--- config.mk ---
export PLATFORM = sky130hd
export DESIGN_NAME = joint_pid_controller_top_flat
export DESIGN_NICKNAME = d
export VERILOG_FILES = /design/src/jpid_pkg.sv /design/src/jpid_in_if.sv /design/src/jpid_out_if.sv /design/src/jpid_apb_regs.sv /design/src/joint_pid_controller_top.sv /design/src/flat_wrapper.sv
export SDC_FILE = /design/constraint.sdc
export NUM_CORES = 2
export LEC_CHECK = 0
export BUFFER_PORTS_ARGS = -buffer_cell sky130_fd_sc_hd__buf_4
export CORE_UTILIZATION = 55
export DETAILED_ROUTE_END_ITERATION = 6
export HOLD_SLACK_MARGIN = 0.03
export MAX_ROUTING_LAYER = met4
export PLACE_DENSITY = 0.72
export SLEW_MARGIN = 10
export SYNTH_ARGS = -nofsm -noshare
export SYNTH_HDL_FRONTEND = slang
export SYNTH_SLANG_ARGS = --single-unit
--- constraint.sdc ---
create_clock -name clk_i -period 37 [get_ports clk_i]
set_input_delay 1.85 -clock clk_i [delete_from_list [all_inputs] [get_ports clk_i]]
set_output_delay 1.85 -clock clk_i [all_outputs]
set_load 0.02 [all_outputs]
--- src/jpid_pkg.sv ---
// Package for the joint PID controller: shared widths, Q16.16 constants,
// item and configuration types, sequencer states and saturation helpers.
// No dependencies.
`default_nettype none

package jpid_pkg;

  localparam int DW     = 32;           // data field width
  localparam int SW     = 48;           // integrator width
  localparam int FRAC   = 16;           // fractional bits of Q16.16
  localparam int STEPW  = 16;           // time step and reciprocal width
  localparam int MW     = 32;           // shared multiplier operand width
  localparam int PW     = 2 * MW;       // multiplier product width
  localparam int ACC_W  = PW + FRAC;    // product plus upper partial shift room
  localparam int ADDR_W = 5;            // six registers at 4-byte stride
  localparam int PDATA_W = 32;

  // angle wrap: quotient by two pi from a reciprocal product, then fix-up subtracts
  localparam int WRAP_W     = 33;
  localparam logic [DW-1:0]     PI_Q      = 32'd205887;
  localparam logic [WRAP_W-1:0] TWO_PI_Q  = 33'd411775;
  // pi plus 5216 times two pi keeps the dividend non-negative
  localparam logic [WRAP_W:0]   WRAP_BIAS = 34'd2148024287;
  // floor(2^48 / TWO_PI_Q), the raw Q16.16 two pi; applied to the dividend's upper 17 bits
  localparam logic [MW-1:0]     RECIP_2PI = 32'd683564997;

  localparam logic [ACC_W-1:0] ROUND_Q = ACC_W'(1) << (FRAC - 1);

  typedef enum logic [2:0] {
    REG_GAIN_P        = 3'd0,
    REG_GAIN_I        = 3'd1,
    REG_GAIN_D        = 3'd2,
    REG_CONTROL_MODE  = 3'd3,
    REG_TIME_STEP     = 3'd4,
    REG_INV_TIME_STEP = 3'd5
  } reg_idx_e;

  typedef enum logic {
    MODE_POSITION = 1'b0,
    MODE_VELOCITY = 1'b1
  } mode_e;

  typedef enum logic [4:0] {
    ST_IDLE,
    ST_ERR,
    ST_QMUL,
    ST_WMUL,
    ST_WFIN,
    ST_RATE,
    ST_RMUL,
    ST_RFIN,
    ST_DERR,
    ST_SMUL,
    ST_SFIN,
    ST_ESUM,
    ST_PMUL,
    ST_PFIN,
    ST_IHMUL,
    ST_ILMUL,
    ST_IFIN,
    ST_DMUL,
    ST_DFIN,
    ST_SUM
  } state_e;

  typedef struct packed {
    logic signed [DW-1:0] gain_p;
    logic signed [DW-1:0] gain_i;
    logic signed [DW-1:0] gain_d;
    mode_e                control_mode;
    logic [STEPW-1:0]     time_step;
    logic [STEPW-1:0]     inv_time_step;
  } cfg_t;

  typedef struct packed {
    logic signed [DW-1:0] target;
    logic signed [DW-1:0] measured;
    logic signed [DW-1:0] measured_rate;
    logic signed [DW-1:0] target_rate;
    logic                 target_rate_given;
  } in_item_t;

  typedef struct packed {
    logic signed [DW-1:0] torque;
    logic signed [DW-1:0] p_term;
    logic signed [DW-1:0] i_term;
    logic signed [DW-1:0] d_term;
  } out_item_t;

  localparam logic [DW-1:0] DW_MAX = {1'b0, {(DW-1){1'b1}}};
  localparam logic [DW-1:0] DW_MIN = {1'b1, {(DW-1){1'b0}}};
  localparam logic [SW-1:0] SW_MAX = {1'b0, {(SW-1){1'b1}}};
  localparam logic [SW-1:0] SW_MIN = {1'b1, {(SW-1){1'b0}}};

  // one guard bit down to DW
  function automatic logic [DW-1:0] sat_dw1(input logic [DW:0] v);
    logic [DW-1:0] r;
    if (v[DW] != v[DW-1]) begin
      r = v[DW] ? DW_MIN : DW_MAX;
    end else begin
      r = v[DW-1:0];
    end
    return r;
  endfunction

  // two guard bits down to DW
  function automatic logic [DW-1:0] sat_dw2(input logic [DW+1:0] v);
    logic [DW-1:0] r;
    if ((v[DW+1] != v[DW]) || (v[DW] != v[DW-1])) begin
      r = v[DW+1] ? DW_MIN : DW_MAX;
    end else begin
      r = v[DW-1:0];
    end
    return r;
  endfunction

  function automatic logic [SW-1:0] sat_sw1(input logic [SW:0] v);
    logic [SW-1:0] r;
    if (v[SW] != v[SW-1]) begin
      r = v[SW] ? SW_MIN : SW_MAX;
    end else begin
      r = v[SW-1:0];
    end
    return r;
  endfunction

  function automatic logic [DW-1:0] abs_dw(input logic [DW-1:0] v);
    return v[DW-1] ? (~v + DW'(1)) : v;
  endfunction

  function automatic logic [SW-1:0] abs_sw(input logic [SW-1:0] v);
    return v[SW-1] ? (~v + SW'(1)) : v;
  endfunction

endpackage

`default_nettype wire

--- src/jpid_in_if.sv ---
// Input channel of the joint PID controller: valid/ready plus one tick item.
// Depends on jpid_pkg.
`default_nettype none

interface jpid_in_if;
  import jpid_pkg::*;

  logic     valid;
  logic     ready;
  in_item_t data;

  modport source (output valid, output data, input ready);
  modport sink   (input valid, input data, output ready);
endinterface

`default_nettype wire

--- src/jpid_out_if.sv ---
// Result channel of the joint PID controller: valid/ready plus torque and terms.
// Depends on jpid_pkg.
`default_nettype none

interface jpid_out_if;
  import jpid_pkg::*;

  logic      valid;
  logic      ready;
  out_item_t data;

  modport source (output valid, output data, input ready);
  modport sink   (input valid, input data, output ready);
endinterface

`default_nettype wire

--- src/jpid_apb_regs.sv ---
// APB register file for the joint PID controller: gains, mode, time step.
// Depends on jpid_pkg.
`default_nettype none

module jpid_apb_regs (
  input  wire logic                        clk_i,
  input  wire logic                        rst_ni,
  input  wire logic                        psel,
  input  wire logic                        penable,
  input  wire logic                        pwrite,
  input  wire logic [jpid_pkg::ADDR_W-1:0] paddr,
  input  wire logic [jpid_pkg::PDATA_W-1:0] pwdata,
  output logic      [jpid_pkg::PDATA_W-1:0] prdata,
  output logic                             pready,
  output jpid_pkg::cfg_t                   cfg_o
);
  import jpid_pkg::*;

  cfg_t     cfg_q;
  reg_idx_e idx;
  logic     wr_en;

  assign idx    = reg_idx_e'(paddr[ADDR_W-1:2]);
  assign pready = 1'b1;
  assign wr_en  = psel & penable & pwrite & pready;
  assign cfg_o  = cfg_q;

  always_ff @(posedge clk_i or negedge rst_ni) begin
    if (!rst_ni) begin
      cfg_q.gain_p        <= '0;
      cfg_q.gain_i        <= '0;
      cfg_q.gain_d        <= '0;
      cfg_q.control_mode  <= MODE_POSITION;
      cfg_q.time_step     <= STEPW'(66);
      cfg_q.inv_time_step <= STEPW'(1000);
    end else if (wr_en) begin
      case (idx)
        REG_GAIN_P:        cfg_q.gain_p        <= pwdata[DW-1:0];
        REG_GAIN_I:        cfg_q.gain_i        <= pwdata[DW-1:0];
        REG_GAIN_D:        cfg_q.gain_d        <= pwdata[DW-1:0];
        REG_CONTROL_MODE:  cfg_q.control_mode  <= mode_e'(pwdata[0]);
        REG_TIME_STEP:     cfg_q.time_step     <= pwdata[STEPW-1:0];
        REG_INV_TIME_STEP: cfg_q.inv_time_step <= pwdata[STEPW-1:0];
        default: ;  // unmapped addresses drop the write
      endcase
    end
  end

  always_comb begin
    prdata = '0;
    case (idx)
      REG_GAIN_P:        prdata = cfg_q.gain_p;
      REG_GAIN_I:        prdata = cfg_q.gain_i;
      REG_GAIN_D:        prdata = cfg_q.gain_d;
      REG_CONTROL_MODE:  prdata = {{(PDATA_W-1){1'b0}}, cfg_q.control_mode};
      REG_TIME_STEP:     prdata = {{(PDATA_W-STEPW){1'b0}}, cfg_q.time_step};
      REG_INV_TIME_STEP: prdata = {{(PDATA_W-STEPW){1'b0}}, cfg_q.inv_time_step};
      default:           prdata = '0;
    endcase
  end

endmodule

`default_nettype wire

--- src/joint_pid_controller_top.sv ---
// Joint PID controller top level: tick sequencer around one shared 32x32
// multiplier. Depends on jpid_pkg, jpid_in_if, jpid_out_if, jpid_apb_regs.
`default_nettype none

// One accepted tick yields one result (torque, P, I and D terms, Q16.16,
// saturated). A sequencer feeds a single 32x32 unsigned multiplier one
// product at a time (wrap quotient, multiply-back, goal rate, step error,
// P, the two halves of I, D), each registered and used in the state after:
// the quotient is multiplied back, the remainder fixed up, the goal rate
// clamped, step error, P and D rounded and clamped, the I halves combined,
// rounded and clamped. The goal rate is derived from the goal change when
// none is given; in position mode the angle wrap estimates the quotient by
// two pi with a reciprocal product, multiplies back and fixes up the
// remainder. The input is ready again in the cycle the result first shows
// valid. A finished result sits in the output register while the next
// tick is taken and processed; a tick whose result finds it full waits.

module joint_pid_controller_top (
  input  wire logic                         clk_i,
  input  wire logic                         rst_ni,
  input  wire logic                         psel,
  input  wire logic                         penable,
  input  wire logic                         pwrite,
  input  wire logic [jpid_pkg::ADDR_W-1:0]  paddr,
  input  wire logic [jpid_pkg::PDATA_W-1:0] pwdata,
  output logic      [jpid_pkg::PDATA_W-1:0] prdata,
  output logic                              pready,
  jpid_in_if.sink                           in_i,
  jpid_out_if.source                        out_o
);
  import jpid_pkg::*;

  cfg_t cfg;

  jpid_apb_regs u_regs (
    .clk_i   (clk_i),
    .rst_ni  (rst_ni),
    .psel    (psel),
    .penable (penable),
    .pwrite  (pwrite),
    .paddr   (paddr),
    .pwdata  (pwdata),
    .prdata  (prdata),
    .pready  (pready),
    .cfg_o   (cfg)
  );

  state_e state_q, state_d;

  in_item_t          item_q;
  out_item_t         out_q;
  logic              out_valid_q;
  logic [DW-1:0]     e_q, diff_q, goal_q, ed_q, p_q, i_q, d_q, prev_q;
  logic [SW-1:0]     step_q, es_q;
  logic [WRAP_W-1:0] y_q;
  logic [PW-1:0]     prod_q;
  logic [ACC_W-1:0]  acc_q;
  logic              neg_q;

  logic in_acc, load_out;

  assign in_i.ready  = (state_q == ST_IDLE);
  assign in_acc      = in_i.valid & in_i.ready;
  assign out_o.valid = out_valid_q;
  assign out_o.data  = out_q;
  assign load_out    = (state_q == ST_SUM) && (!out_valid_q || out_o.ready);

  // error, goal change, rate error and wrap dividend
  logic [DW-1:0]   err_sat, diff_sat, ed_sat;
  logic [WRAP_W:0] wrap_init;

  assign err_sat  = sat_dw1({item_q.target[DW-1], item_q.target}
                            - {item_q.measured[DW-1], item_q.measured});
  assign diff_sat = sat_dw1({item_q.target[DW-1], item_q.target}
                            - {prev_q[DW-1], prev_q});
  assign ed_sat   = sat_dw1({goal_q[DW-1], goal_q}
                            - {item_q.measured_rate[DW-1], item_q.measured_rate});
  assign wrap_init = {{(WRAP_W+1-DW){err_sat[DW-1]}}, err_sat} + WRAP_BIAS;

  // wrap remainder: the quotient estimate is low by at most two
  logic [WRAP_W-1:0] rem0, rem1, rem2;
  logic [DW-1:0]     wrap_e;

  assign rem0   = y_q - prod_q[WRAP_W-1:0];
  assign rem1   = (rem0 >= TWO_PI_Q) ? (rem0 - TWO_PI_Q) : rem0;
  assign rem2   = (rem1 >= TWO_PI_Q) ? (rem1 - TWO_PI_Q) : rem1;
  assign wrap_e = rem2[DW-1:0] - PI_Q;

  // shared multiplier operand select
  logic [MW-1:0] mul_a, mul_b;
  logic          mul_neg;
  logic [SW-1:0] es_mag;

  assign es_mag = abs_sw(es_q);

  always_comb begin
    mul_a   = '0;
    mul_b   = '0;
    mul_neg = 1'b0;
    case (state_q)
      ST_QMUL: begin
        mul_a = {{(MW-(WRAP_W-FRAC)){1'b0}}, y_q[WRAP_W-1:FRAC]};
        mul_b = RECIP_2PI;
      end
      ST_WMUL: begin
        mul_a = prod_q[PW-1:MW];
        mul_b = TWO_PI_Q[MW-1:0];
      end
      ST_RMUL: begin
        mul_a   = abs_dw(diff_q);
        mul_b   = {{(MW-STEPW){1'b0}}, cfg.inv_time_step};
        mul_neg = diff_q[DW-1];
      end
      ST_SMUL: begin
        mul_a   = abs_dw(e_q);
        mul_b   = {{(MW-STEPW){1'b0}}, cfg.time_step};
        mul_neg = e_q[DW-1];
      end
      ST_PMUL: begin
        mul_a   = abs_dw(cfg.gain_p);
        mul_b   = abs_dw(e_q);
        mul_neg = cfg.gain_p[DW-1] ^ e_q[DW-1];
      end
      ST_IHMUL: begin
        mul_a   = abs_dw(cfg.gain_i);
        mul_b   = {{(MW-(SW-DW)){1'b0}}, es_mag[SW-1:DW]};
        mul_neg = cfg.gain_i[DW-1] ^ es_q[SW-1];
      end
      ST_ILMUL: begin
        mul_a   = abs_dw(cfg.gain_i);
        mul_b   = es_mag[DW-1:0];
        mul_neg = cfg.gain_i[DW-1] ^ es_q[SW-1];
      end
      ST_DMUL: begin
        mul_a   = abs_dw(cfg.gain_d);
        mul_b   = abs_dw(ed_q);
        mul_neg = cfg.gain_d[DW-1] ^ ed_q[DW-1];
      end
      default: ;
    endcase
  end

  // round (bias preloaded into acc_q), shift, clamp, restore sign
  logic [ACC_W-1:0] fin_sum, fin_shift, fin_lim;
  logic [SW-1:0]    fin_mag, fin_res;
  logic             fin_sh, fin_w48;

  assign fin_sh    = (state_q != ST_RFIN);
  assign fin_w48   = (state_q == ST_SFIN);
  assign fin_sum   = acc_q + {{(ACC_W-PW){1'b0}}, prod_q};
  assign fin_shift = fin_sh ? (fin_sum >> FRAC) : fin_sum;
  assign fin_lim   = fin_w48
                   ? ((ACC_W'(1) << (SW-1)) - ACC_W'(1) + {{(ACC_W-1){1'b0}}, neg_q})
                   : ((ACC_W'(1) << (DW-1)) - ACC_W'(1) + {{(ACC_W-1){1'b0}}, neg_q});
  assign fin_mag   = (fin_shift > fin_lim) ? fin_lim[SW-1:0] : fin_shift[SW-1:0];
  assign fin_res   = neg_q ? (~fin_mag + SW'(1)) : fin_mag;

  logic [DW+1:0] tq_sum;
  assign tq_sum = {{2{p_q[DW-1]}}, p_q} + {{2{i_q[DW-1]}}, i_q}
                + {{2{d_q[DW-1]}}, d_q};

  // sequencer
  always_ff @(posedge clk_i or negedge rst_ni) begin
    if (!rst_ni) begin
      state_q <= ST_IDLE;
    end else begin
      state_q <= state_d;
    end
  end

  always_comb begin
    state_d = state_q;
    case (state_q)
      ST_IDLE:  if (in_acc) state_d = ST_ERR;
      ST_ERR:   state_d = (cfg.control_mode == MODE_POSITION) ? ST_QMUL : ST_RATE;
      ST_QMUL:  state_d = ST_WMUL;
      ST_WMUL:  state_d = ST_WFIN;
      ST_WFIN:  state_d = ST_RATE;
      ST_RATE:  state_d = item_q.target_rate_given ? ST_DERR : ST_RMUL;
      ST_RMUL:  state_d = ST_RFIN;
      ST_RFIN:  state_d = ST_DERR;
      ST_DERR:  state_d = ST_SMUL;
      ST_SMUL:  state_d = ST_SFIN;
      ST_SFIN:  state_d = ST_ESUM;
      ST_ESUM:  state_d = ST_PMUL;
      ST_PMUL:  state_d = ST_PFIN;
      ST_PFIN:  state_d = ST_IHMUL;
      ST_IHMUL: state_d = ST_ILMUL;
      ST_ILMUL: state_d = ST_IFIN;
      ST_IFIN:  state_d = ST_DMUL;
      ST_DMUL:  state_d = ST_DFIN;
      ST_DFIN:  state_d = ST_SUM;
      ST_SUM:   if (load_out) state_d = ST_IDLE;
      default:  state_d = ST_IDLE;
    endcase
  end

  // tick state and result handshake
  always_ff @(posedge clk_i or negedge rst_ni) begin
    if (!rst_ni) begin
      es_q        <= '0;
      prev_q      <= '0;
      out_valid_q <= 1'b0;
    end else begin
      if (state_q == ST_ERR) prev_q <= item_q.target;
      if (state_q == ST_ESUM) begin
        es_q <= sat_sw1({es_q[SW-1], es_q} + {step_q[SW-1], step_q});
      end
      if (load_out) begin
        out_valid_q <= 1'b1;
      end else if (out_o.ready) begin
        out_valid_q <= 1'b0;
      end
    end
  end

  // datapath registers
  always_ff @(posedge clk_i) begin
    prod_q <= mul_a * mul_b;
    case (state_q)
      ST_IDLE: if (in_acc) item_q <= in_i.data;
      ST_ERR: begin
        e_q    <= err_sat;
        diff_q <= diff_sat;
        y_q    <= wrap_init[WRAP_W-1:0];
      end
      ST_WFIN: e_q <= wrap_e;
      ST_RATE: goal_q <= item_q.target_rate;
      ST_RMUL: begin
        neg_q <= mul_neg;
        acc_q <= '0;
      end
      ST_RFIN: goal_q <= fin_res[DW-1:0];
      ST_DERR: ed_q <= ed_sat;
      ST_SMUL, ST_PMUL, ST_IHMUL, ST_DMUL: begin
        neg_q <= mul_neg;
        acc_q <= ROUND_Q;
      end
      // upper partial of the integral product moves up by one word
      ST_ILMUL: acc_q <= {prod_q[ACC_W-DW-1:0], {DW{1'b0}}} | ROUND_Q;
      ST_SFIN:  step_q <= fin_res;
      ST_PFIN:  p_q <= fin_res[DW-1:0];
      ST_IFIN:  i_q <= fin_res[DW-1:0];
      ST_DFIN:  d_q <= fin_res[DW-1:0];
      ST_SUM: begin
        if (load_out) begin
          out_q.torque <= sat_dw2(tq_sum);
          out_q.p_term <= p_q;
          out_q.i_term <= i_q;
          out_q.d_term <= d_q;
        end
      end
      default: ;
    endcase
  end

endmodule

`default_nettype wire

--- src/flat_wrapper.sv ---
// flat-port wrapper written by rule: the top's interface ports become plain ports
module joint_pid_controller_top_flat import jpid_pkg::*;
  (clk_i, rst_ni, psel, penable, pwrite, paddr, pwdata, prdata, pready, in_i_valid, in_i_data, in_i_ready, out_o_valid, out_o_data, out_o_ready);
  jpid_in_if in_i_i ();
  jpid_out_if out_o_i ();
  input  wire logic clk_i;
  input  wire logic rst_ni;
  input  wire logic psel;
  input  wire logic penable;
  input  wire logic pwrite;
  input  wire logic [jpid_pkg::ADDR_W-1:0] paddr;
  input  wire logic [jpid_pkg::PDATA_W-1:0] pwdata;
  output logic      [jpid_pkg::PDATA_W-1:0] prdata;
  output logic pready;
  input wire logic [$bits(in_i_i.valid)-1:0] in_i_valid;
  input wire logic [$bits(in_i_i.data)-1:0] in_i_data;
  output wire logic [$bits(in_i_i.ready)-1:0] in_i_ready;
  output wire logic [$bits(out_o_i.valid)-1:0] out_o_valid;
  output wire logic [$bits(out_o_i.data)-1:0] out_o_data;
  input wire logic [$bits(out_o_i.ready)-1:0] out_o_ready;
  assign in_i_i.valid = in_i_valid;
  assign in_i_i.data = in_i_data;
  assign in_i_ready = in_i_i.ready;
  assign out_o_valid = out_o_i.valid;
  assign out_o_data = out_o_i.data;
  assign out_o_i.ready = out_o_ready;
  joint_pid_controller_top u_core (.clk_i(clk_i), .rst_ni(rst_ni), .psel(psel), .penable(penable), .pwrite(pwrite), .paddr(paddr), .pwdata(pwdata), .prdata(prdata), .pready(pready), .in_i(in_i_i), .out_o(out_o_i));
endmodule
; Yosys cells after proc, flatten, opt, wreduce, memory -nomap -nowiden
; Index checks and enable logic that the tools add are counted.
[totals]
ff_bits = 922
wordCells = 163
in_bits = 173
[classes]
n_eq_ne = 33
add_sub_neg = 22
bitwise_logic = 14
magnitude_cmp = 3
n_reduce_logical = 22
muxes = 37
mul = 1
[ops]
columns = cell, count
row1 = $mux W32, 15
row2 = $pmux W32 S8, 1
row3 = $mux W48, 5
row4 = $pmux W80 S3, 1
row5 = $pmux W32 S7, 1
row6 = $add A32 B1 Y32 const B, 6
row7 = $not A32 Y32, 6
row8 = $pmux W32 S6, 1
row9 = $mux W80, 2
row10 = $pmux W32 S2, 2
row11 = $pmux W5 S20, 1
row12 = $sub A32 B32 Y33, 3
row13 = $add A48 B1 Y48 const B, 2
row14 = $not A48 Y48, 2
row15 = $add A80 B64 Y80, 1
row16 = $gt A80 B80 Y1, 1
row17 = $ge A33 B19 Y1 const B, 2
row18 = $mul A32 B32 Y64, 1
row19 = $add A48 B48 Y49, 1
row20 = $add A47 B1 Y48 const A, 1
row21 = $eq A5 B4 Y1 const B, 8
row22 = $add A34 B34 Y34, 1
row23 = $add A32 B32 Y33, 1
row24 = $add A32 B33 Y33 const B, 1
row25 = 35 further kinds, 66

; Depth between registers and ports, before layout
[depth]
word_depth = 8
depth_mapped = 48
depth_no_buf = 47

; Hierarchy
; From an unflattened synthesis, not the netlist that was laid out.
[unflattened]
hier_cells = 9680
area_unflattened_um2 = 90737.0
[modules_own_cells]
columns = mod, area_per_inst_um2, seq_area_each_um2, cells_per_inst, instances
row1 = joint_pid_controller_top, 84752.5, 21810.9, 9244, 1
row2 = jpid_apb_regs, 5984.5, 3238.1, 436, 1

; Least setup slack after synthesis
; OpenSTA, ideal clock, no wires.
[synth_path]
path_type = reg2reg
start = register u_core.es_q[15]
end = register u_core.prod_q[61]
synth_period_minus_slack_ns = 12.041
arrival_ns = 11.921
setup_slack_ns = 24.959
setup_time_ns = 0.119
stages_incl_launch_ff = 44
cell_sequence = dfrtp_1 > or4_1 > or3_1 > or3_1 > or4_1 > or3_1 > or3_1 > o31ai_1 > xor2_1 > nor2_1 > nor4_1 > clkbuf_1 > nor2_1 > fa_1 > inv_1 > fa_1 > fa_1 > inv_1 > (+8 left out) > inv_1 > ha_1 > nand3_1 > nor2_1 > o2111ai_1 > and2_1 > o311a_1 > nor4_1 > o41ai_1 > a21oi_1 > a41oi_1 > a21oi_1 > a21oi_1 > a311oi_1 > and2_1 > o21a_1 > nor2_1 > xnor2_1
[synth_between]
elab_chain_cells = 5
[synth_rtl]
columns = item, line
row1 = "start, declared", joint_pid_controller_top.sv:54  ; logic [SW-1:0] step_q, es_q;
row2 = "start signal, assigned", joint_pid_controller_top.sv:207  ; es_q <= sat_sw1({es_q[SW-1], es_q} + {step_q[SW-1], step_q});
row3 = $not A48 Y48, jpid_pkg.sv:132  ; return v[SW-1] ? (~v + SW'(1)) : v;
row4 = $add A48 B1 Y48, jpid_pkg.sv:132
row5 = $mux W48 *, jpid_pkg.sv:132
row6 = $pmux W32 S8 *, joint_pid_controller_top.sv:100  ; case (state_q)
row7 = $mul A32 B32 Y64 *, joint_pid_controller_top.sv:219  ; prod_q <= mul_a * mul_b;
row8 = "end signal, assigned", joint_pid_controller_top.sv:219
row9 = "end, declared", joint_pid_controller_top.sv:56  ; logic [PW-1:0] prod_q;
; Mark *: on every way between the ends. The rest lies on a longest branch, timed or not.
; A chain may end at the register's enable or synchronous reset.

; Final worst setup path
[layout_path]
start = register u_core.es_q[7]
end = register u_core.prod_q[61]
; Same word-level chain as after synthesis.

==> flow_summary.toml <==
[cts]
htree_num_levels = 3
clkSlewWorstSetupHoldPaths_ns = 0.06
root_buffer = "clkbuf_16"
clock-sinks = 891
cts.repair.resized = 0
cts_setup_buffers = 0
ctsHoldBuffers = 0
clk_latency_ns = 0.79
cts_buffers = 98
cts_buffer_depth = 3
tritoncts = "built"

[cells_and_area]
utilization_pct = 60.8
drive_above_1_share_pct = 10.7
fillerInstances = 14100
nets = 11800
areaGrowthSynthToFinish_pct = 9.39
multi_input_area_sq_um = 61000
regArea_sq_um = 25100

[global_route]
grt_busiest_layer = "met2"
overflow = 0
use_met2_pct = 59.0
grt_pass1_vias = 77400
use_met3_pct = 8.95
grt_max_degree = 97
antenna_found_initial = 11
grtUsageTotal_pct = 39.4
grt_pass1_wl_microns = 482000
grt_use_met1_pct = 49.2

[floorplan]
start_util_pct = 55.6
fp-row-count = 149
die_h_microns = 411
dieArea_sq_um = 169000
core_sq_um = 166000
dieWidth_microns = 411
io_pins = 336

[critical_path]
startpoint = "u_core.es_q[7]"
reg2reg_from = "u_core.es_q[7]"
max_stage_delay_ns = 1.04
crit_path_end_kind = "flip-flop"
crit_type = "reg2reg"
path_max_fanout = 11
arrival_ns = 14.77
crit_path_frequent_cell = "fa_1"
crit_path_start_kind = "flip-flop"
rr_worst_depth = 42
cp.required_ns = 37.72
cp_slowest_cell = "or4b_2"

[synth]
yosys_most_used_dff = "edfxtp_1"
avgSynthCellArea_sq_um = 9.30
synth_top_area_share_pct = 20.0
yosys-top-cells-area = "edfxtp_1 (20%), fa_1 (20%), ha_1 (8.2%), dfrtp_1 (5.6%), inv_1 (5.1%)"
synth.top_cells.by_count = "inv_1 (1260), nor2_1 (1041), fa_1 (903), nand2_1 (901), edfxtp_1 (612)"
syn_area_sq_um = 92000
synthMostInstantiatedCell = "inv_1"
synth-edff-count = 612
ys_async_sr_fraction_pct = 24.1
synth_warnings = 0
synthesis.nets = 11600
synth_area_leader_cell = "edfxtp_1"
ys_ff_latch = 891
syn_inst = 9897
synth.distinct_cells = 130
ys_seq_area_share_pct = 27.2

[timing]
post-route-period-util_pct = 38.0
fin_setup_tns_ns = 0
drv_slew = 0
hold_violations = 0
slew_headroom_pct = 5.43
tightest_slew_ns = 1.40
fmax_mhz = 71.2
finalCriticalPeriod_ns = 14.05
setup-violations-final = 0
fin_worst_skew_ns = 0.0758
rsz0062_at_grt = "false"

[power]
p_leak_nw = 44.8
vdd_drop_max_mv = 0.0899
pwr_density_cell_nw_per_um2 = 102

[min_path]
hp-class = "reg2reg"
hp-start = "u_core.d_q[8]"
min_path_cells = 0

[job]
drv_cap = 0

[placed_design]
hpwl_microns = 251000
port_buffers = 332
gp_congestion = 1.11

[detailed_routing]
ant_nets = 0
drc_errors = 0
vias = 77700
dr.pass1.iters = 6
vias_per_cell = 6.29
drt_iter0_markers = 8916
wl_microns = 324000
drt-wirelength-per-cell_microns = 26.2

[outcome]
status = "finished clean"
[sequential cells by signal (all words and copies together) (netlist names), 33 cells and up]
| signal | cells |
|---|---|
| u_core.acc_q | 49 |
| u_core.es_q | 48 |
| u_core.item_q | 129 |
| u_core.out_o.data | 128 |
| u_core.prod_q | 64 |
| u_core.step_q | 48 |
| u_core.u_regs.cfg_o | 129 |
| u_core.y_q | 33 |
[routing by layer]
layer  vias up  wire (microns)
met3      1017           34300
met4         0           22600
met5         -               0
met1     38600          123000
met2      4219          144000
li1      33900               -
[worst max-delay path, delay by kind of cell, from the launching register on]
kind                       cells  cell delay [ns]
buffers and inverters          5             0.27
adders and majority gates      9             4.46
AOI/OAI and AO/OA             13             3.60
xor gates and xnor gates       2             0.35
DFF                            1             0.48
and+or+nand+nor               13             4.80
[power breakdown]
part           leakage [nW]  internal [mW]  total [mW]  switching (mW)
clock                  1.60          0.580        1.03           0.447
combinational          34.4           2.49        7.55            5.06
sequential             8.79           1.44        1.70           0.259
total                  44.8           4.51        10.3            5.76
[worst paths after layout]
| path | end | slack, ns |
|---|---|---|
| setup / recovery | u_core.prod_q[61] | 22.95 |
| hold / removal | u_core.out_o.data[8] | 0.45 |
| setup reg to reg | u_core.prod_q[61] | 22.95 |
| hold reg to reg | u_core.out_o.data[8] | 0.45 |
| max in group asynchronous | u_core.state_q[0] | 33.60 |
| min in group asynchronous | u_core.prev_q[20] | 1.08 |
[per-stage QoR]
stage | area, sq um | power (mW) | worst slack (ns) | hold WS, ns | cells
3_3_place_gp | 97300 | 8.88 | 23.51 | 0.434 | 12200
2_1_floorplan | 92000 | 6.48 | 24.96 | 0.431 | 9897
5_1_grt | 101000 | 10.9 | 22.27 | 0.462 | 12400
3_5_place_dp | 97300 | 9.00 | 23.28 | 0.441 | 12200
4_1_cts | 101000 | 10.1 | 23.24 | 0.449 | 12300
6_report | 101000 | 10.3 | 22.95 | 0.454 | 12400
[cell usage in the layout (no fill, tap or decap), types with 41 or more instances in the layout]
cell and instances:
a211oi_1 50, buf_4 496, nor4_1 41, a21oi_1 451
nand2_1 900, and3_1 67, or3_1 88, nor2b_1 78
o41ai_1 46, or2_2 58, ha_1 603, edfxtp_1 612
xnor2_1 316, and2_1 55, o21ai_0 455, dfrtp_1 206
nor2_1 1036, o22ai_1 94, nand4_1 64, mux2_2 192
xor2_1 319, nor3_1 149, inv_1 1258, or4_1 70
o21bai_1 43, nand3_1 147, fa_1 903, a21o_1 162
clkbuf_16 98, o31ai_1 90, o21a_1 56, dfxtp_1 64
mux2i_1 67, nand2b_1 149
[layout make-up]
cell class / count / share of cell area, %
inverters: 1268 / 4.73
diodes: 7 / 0.0174
clock buffers: 121 / 2.57
multi-input cells: 7320 / 60.6
well taps: 2189 / 2.72
repair buffers: 497 / 3.71
flip-flops and latches: 891 / 24.9
clock inverters: 59 / 0.743
[cell families (layout without fill, tap and decap cells)]
group                      Yosys count  after routing  synth area share (%)
muxes                              269            269                  3.31
other                                1              8               0.00407
xor gates and xnor gates           641            641                  6.14
buffers and inverters             1686           1945                  6.97
adders and majority gates         1512           1512                  27.9
and+or+nand+nor                   3044           3044                  15.4
AOI/OAI and AO/OA                 1853           1853                  13.1
DFF                                891            891                  27.2
No activity file was read; power rests on OpenSTA's default activity.
